==> src/design/rbsw_pkg.sv <==
// Shared types, constants and mask helpers for the raster band span writer.
`default_nettype none

package rbsw_pkg;

  localparam int DEF_BAND_ROWS = 64;
  localparam int DEF_MAX_WORDS = 256;

  localparam int FUNC_W    = 2;
  localparam int LINE_W    = 16;
  localparam int PIX_W     = 14;
  localparam int DATA_W    = 32;
  localparam int WIDX_W    = 8;
  localparam int WCOL_W    = 9;
  localparam int CFG_W     = 16;
  localparam int CFG_IDX_W = 1;
  localparam int ROWK_W    = 11;
  localparam int DIV_SHIFT = 26;
  localparam int RECIP_W   = 27;

  localparam logic [PIX_W-1:0] WIDTH_RESET = 14'd7040;

  typedef enum logic [FUNC_W-1:0] {
    FUNC_FILL  = 2'd0,
    FUNC_CLEAR = 2'd1,
    FUNC_GLYPH = 2'd2,
    FUNC_READ  = 2'd3
  } func_t;

  typedef enum logic [CFG_IDX_W-1:0] {
    CFG_BASE_LINE  = 1'b0,
    CFG_LINE_WIDTH = 1'b1
  } cfg_idx_t;

  typedef enum logic [2:0] {
    ST_CLEAR,
    ST_IDLE,
    ST_DIV,
    ST_ROW,
    ST_RD,
    ST_WR,
    ST_DONE
  } state_t;

  typedef struct packed {
    logic idle;
    logic clr_wr;
    logic load;
    logic div_step;
    logic row_step;
    logic rd;
    logic wr;
    logic finish;
  } ctl_t;

  typedef struct packed {
    logic clear_last;
    logic rej;
    logic more;
    logic more_next;
    logic out_free;
  } sts_t;

  function automatic logic [DATA_W-1:0] left_edge_mask(input logic [4:0] p);
    logic [DATA_W-1:0] m;
    m = 32'hffffff00 | (32'h000000ff >> p[2:0]);
    return m << {p[4:3], 3'b000};
  endfunction

endpackage

`default_nettype wire

==> src/design/rbsw_ctrl.sv <==
// Controller: sequences memory clear, row mapping and per-word read-modify-write.
`default_nettype none

module rbsw_ctrl (
  input  wire              clk,
  input  wire              rst,
  input  wire              cmd_valid,
  input  rbsw_pkg::sts_t   sts,
  output rbsw_pkg::ctl_t   ctl
);
  import rbsw_pkg::*;

  state_t state;
  state_t state_next;

  always_ff @(posedge clk) begin
    if (rst) begin
      state <= ST_CLEAR;
    end else begin
      state <= state_next;
    end
  end

  always_comb begin
    state_next = state;
    unique case (state)
      ST_CLEAR: begin
        if (sts.clear_last) state_next = ST_IDLE;
      end
      ST_IDLE: begin
        if (cmd_valid) state_next = ST_DIV;
      end
      ST_DIV: begin
        state_next = ST_ROW;
      end
      ST_ROW: begin
        if (!sts.rej && sts.more) state_next = ST_RD;
        else state_next = ST_DONE;
      end
      ST_RD: begin
        state_next = ST_WR;
      end
      ST_WR: begin
        if (sts.more_next) state_next = ST_RD;
        else state_next = ST_DONE;
      end
      ST_DONE: begin
        if (sts.out_free) state_next = ST_IDLE;
      end
      default: state_next = ST_CLEAR;
    endcase
  end

  always_comb begin
    ctl = '0;
    unique case (state)
      ST_CLEAR: ctl.clr_wr = 1'b1;
      ST_IDLE: begin
        ctl.idle = 1'b1;
        ctl.load = cmd_valid;
      end
      ST_DIV:  ctl.div_step = 1'b1;
      ST_ROW:  ctl.row_step = 1'b1;
      ST_RD:   ctl.rd = 1'b1;
      ST_WR:   ctl.wr = 1'b1;
      ST_DONE: ctl.finish = sts.out_free;
      default: ctl = '0;
    endcase
  end

endmodule

`default_nettype wire

==> config.mk <==
export PLATFORM = sky130hd
export DESIGN_NAME = rbsw_ctrl
export DESIGN_NICKNAME = d
export VERILOG_FILES = /design/src/design/rbsw_pkg.sv /design/src/design/rbsw_ctrl.sv
export SDC_FILE = /design/constraint.sdc
export NUM_CORES = 1
export LEC_CHECK = 0
export ABC_CLOCK_PERIOD_IN_PS = 3500
export BUFFER_PORTS_ARGS = -buffer_cell sky130_fd_sc_hd__buf_2
export CAP_MARGIN = 20
export CELL_PAD_IN_SITES_DETAIL_PLACEMENT = 1
export CELL_PAD_IN_SITES_GLOBAL_PLACEMENT = 1
export CORE_AREA = 2 2 39 41
export CTS_BUF_LIST = sky130_fd_sc_hd__clkbuf_16
export DETAILED_ROUTE_END_ITERATION = 8
export DIE_AREA = 0 0 41 43
export GPL_TIMING_DRIVEN = 0
export PLACE_DENSITY_LB_ADDON = 0.1
export RECOVER_POWER = 25
export SLEW_MARGIN = 20
export SYNTH_ARGS = -nofsm -noshare
export SYNTH_HDL_FRONTEND = slang
export SYNTH_SLANG_ARGS = --single-unit
==> constraint.sdc <==
create_clock -name clk -period 3.5 [get_ports clk]
set_clock_uncertainty 0.1 [all_clocks]
set_input_delay 0 -clock clk [delete_from_list [all_inputs] [get_ports clk]]
set_output_delay 0 -clock clk [all_outputs]
set_load 0.05 [all_outputs]
## Word level (Yosys, flattened, before mapping)

Index checks and enable logic that the tools add are counted.

| word-level totals | value |
|---|---|
| word-level logic and storage cells | 28 |
| output and inout bits | 8 |
| flip-flop bits (word level) | 3 |
| bits of input ports | 8 |

| cells by class | value |
|---|---|
| muxes and demuxes | 14 |
| reduce and logical (&&, ||, !) cells | 4 |
| equal/unequal tests | 9 |

Operator list:

| operator | number |
|---|---|
| case mux 3 bit (7 select lines) | 1 |
| == test 3 bit (second input constant) | 3 |
| 2-to-1 mux 3 bit | 3 |
| 2-to-1 mux 1 bit | 8 |
| == test 3 x 2 -> 1 bit (second input constant) | 2 |
| != test 2 bit (second input constant) | 3 |
| 2-to-1 mux 2 bit | 2 |
| == test 3 x 1 -> 1 bit (second input constant) | 1 |
| zero test 3 bit | 1 |
| AND reduction 3 bit | 1 |
| logical AND 1 bit | 1 |
| zero test 1 bit | 1 |

## Depth between registers and ports, before layout

| depth | value |
|---|---|
| depth after elaboration | 4 |
| depth in mapped cells | 4 |
| mapped depth without buffers | 3 |

## Worst setup path before layout

OpenSTA, ideal clock, no wires.

| timing path | value |
|---|---|
| path kind | reg-to-output |
| start point | reg state[0] |
| end point | out ctl[5] (netlist bit) |
| path slack | 1.242 ns |
| arrival time | 2.158 ns |
| required time | 3.400 ns |
| cell stages (with the launch flop) | 3 |
| cell sequence | dfxtp_1 > nor3b_1 > and2_1 |

RTL lines:

| item | line | RTL |
|---|---|---|
| start: declaration | rbsw_ctrl.sv:13 | `state_t state;` |
| start signal: assignment | rbsw_ctrl.sv:20 | `state <= state_next;` |
| end: declaration | rbsw_ctrl.sv:9 | `output rbsw_pkg::ctl_t ctl` |

==> results_dict.tcl <==
set metrics [dict create \
    syn-cell-area_um2 265 \
    drc_errors 0 \
    core_region_area_um2 1380 \
    fin_tns_setup_ns 0 \
    path_clk_slew_ns 0.03 \
    min_path_type "in2reg" \
    critPathKind "reg2out" \
    vias 309 \
    cts-root-buf "clkbuf_16" \
    clk_path_buf_depth 2 \
    hold_end "state[0]" \
    top_register "state" \
    fmax_mhz 663 \
    cp-start-kind "flop" \
    nets 61 \
    drv.max_cap_violation_count 0 \
    syn_nets 40 \
    post_cts_buffers 0 \
    setup_viol 0 \
    reg2reg_depth 4 \
    wl_per_cell_um 10.9 \
    ys_types 23 \
    worst_pin_slew_ns 0.593 \
    worst_hold_slack_ns 0.0171 \
    insertion_delay_ns 0.22 \
    ys_seq_elements 3 \
    yosys_warnings 0 \
    worst-path-max-fanout 10 \
    antenna_left 0 \
    hold_violations 0 \
    drv_slew 0 \
    required_ns 3.40 \
    ir_drop_v 0.000322 \
    drt_iter0_markers 1 \
    grt-ovfl-total 0 \
    num_io_pins 16 \
    grt_use_total_pct 10.2 \
    die_x_um 41 \
    antenna_found_initial 0 \
    cp.arrival_ns 1.41 \
    synth_cells 32 \
    clock-sinks 3 \
    layout_common_cells "15 x buf_2, 3 x nor2_1, 3 x clkbuf_16, 3 x dfxtp_1" \
    grt_pass1_wl_mm 1.17 \
    p_leak_nw 0.232 \
    layout_commonest_cell "buf_2" \
    dieArea_um2 1760 \
    htreeDepth 1 \
    ys_seq_area_share_pct 22.6 \
    first_pass_iters 2 \
    cts_made_buffers 3 \
    ff2ff_setup_slack_ns 2.18 \
    syn_area_per_cell_um2 8.29 \
    rsz0062_at_grt "false" \
    io_buffers 15 \
    min_period_over_period_pct 43.1 \
    status "finished, final reports clean" \
    powerDensity_nw_per_um2 776 \
    die_h_um 43 \
    start_util_pct 19.2 \
    hold_start "sts[4]" \
    cts_resized 0 \
    whs_path_depth 3 \
    largest_reg_flops 3 \
    drive_gt1_share_pct 44.2 \
    reg_top3 "state: 3 flops" \
    grt_pass1_vias 312 \
    area_growth_pct 68.4 \
    antenna_cells 0 \
    endpoint_kind "output pin" \
    min_period_ns 1.51 \
    dp_hpwl_um 577 \
    routabilityCongestion 0.809 \
    r2r-end "state[2]" \
    grt_max_degree 11 \
    relSlewSlack_pct 60.6 \
    cts_tree "done" \
    reg2reg_from "state[2]" \
    cts_hold_buf 1 \
    via_per_inst 4.54 \
    wirelength_um 741 \
    rows 14 \
]
synth_stat cells, drive strengths merged:
cell type | count | share of area (%)
nor2b | 2 | 4.7
buf | 3 | 8.0
nor4 | 1 | 2.4
nand2 | 1 | 1.4
a21oi | 1 | 1.9
nor3 | 2 | 3.8
a22oi | 1 | 2.8
and3b | 1 | 3.8
nand4b | 1 | 5.7
o21ai | 2 | 3.8
nor3b | 2 | 5.7
nor2 | 3 | 4.2
o21a | 1 | 2.8
o211ai | 1 | 2.8
and2b | 2 | 6.1
and3 | 1 | 2.4
mux2i | 1 | 3.8
o22a | 1 | 3.3
dfxtp | 3 | 23
a2111oi | 1 | 5.7
and2 | 1 | 2.4
stage by stage:
step	setup WS, ns	instances	utilization (%)	instance area (um^2)	power, W
after floorplan	1.24	32	-	265	0.000146
after CTS	2.10	68	32.5	449	0.000353
after global placement	2.21	63	26.0	360	0.000172
after global routing	1.83	68	32.3	447	0.000366
final	1.99	68	32.3	447	0.000346
after detailed placement	2.21	63	26.0	360	0.000174
layer usage:
metal | share of wire (%) | GRT usage (%) | up-vias
met5 | 0 | 0 | -
met3 | 4.9 | 4.71 | 0
met4 | 0 | 8.00 | 0
met2 | 52 | 16.9 | 9
met1 | 43 | 8.65 | 142
li1 | - | - | 158
report_power, final:
| part | switching [W] | internal (W) | total (W) |
|---|---|---|---|
| Clock | 0.0000282 | 0.000147 | 0.000175 |
| Sequential | 0.00000626 | 0.0000406 | 0.0000468 |
| Combinational | 0.0000839 | 0.0000404 | 0.000124 |
| Total | 0.000118 | 0.000228 | 0.000346 |
cells by family (layout without fill, tap and decap cells):
kind of cell | Yosys count | count (layout) | share of synthesized area, %
and+or+nand+nor | 17 | 17 | 42.5
DFF | 3 | 3 | 22.6
AOI/OAI and AO/OA | 8 | 8 | 23.1
buffers and inverters | 3 | 23 | 8.02
muxes | 1 | 1 | 3.77
critical path, stage by stage, from the launching register on:
cell and delay, ns:
dfxtp_1 0.32, clkbuf_1 0.20, nor3_1 0.17, clkbuf_1 0.49
area by class of cell:
class	instances	area [um^2]
timing repair buffer	16	83.8
buffer	3	20.0
multi-input combinational	26	184
sequential	3	60.1
fill	173	937
clock inverter	1	3.75
tap	16	20.0
clock buffer	3	75.1
how the worst max path moves through the flow:
stage | to | start | slack (ns) | cells after the start
after floorplan | ctl[5] | state[0] | 1.24 | 2
after global placement | state[0] | state[0] | 2.21 | 3
after detailed placement | state[1] | state[0] | 2.21 | 3
after CTS | ctl[3] | state[0] | 2.10 | 3
after global routing | ctl[2] | state[2] | 1.83 | 3
final | ctl[6] | state[2] | 1.99 | 3
(Power assumes the default switching activity.)
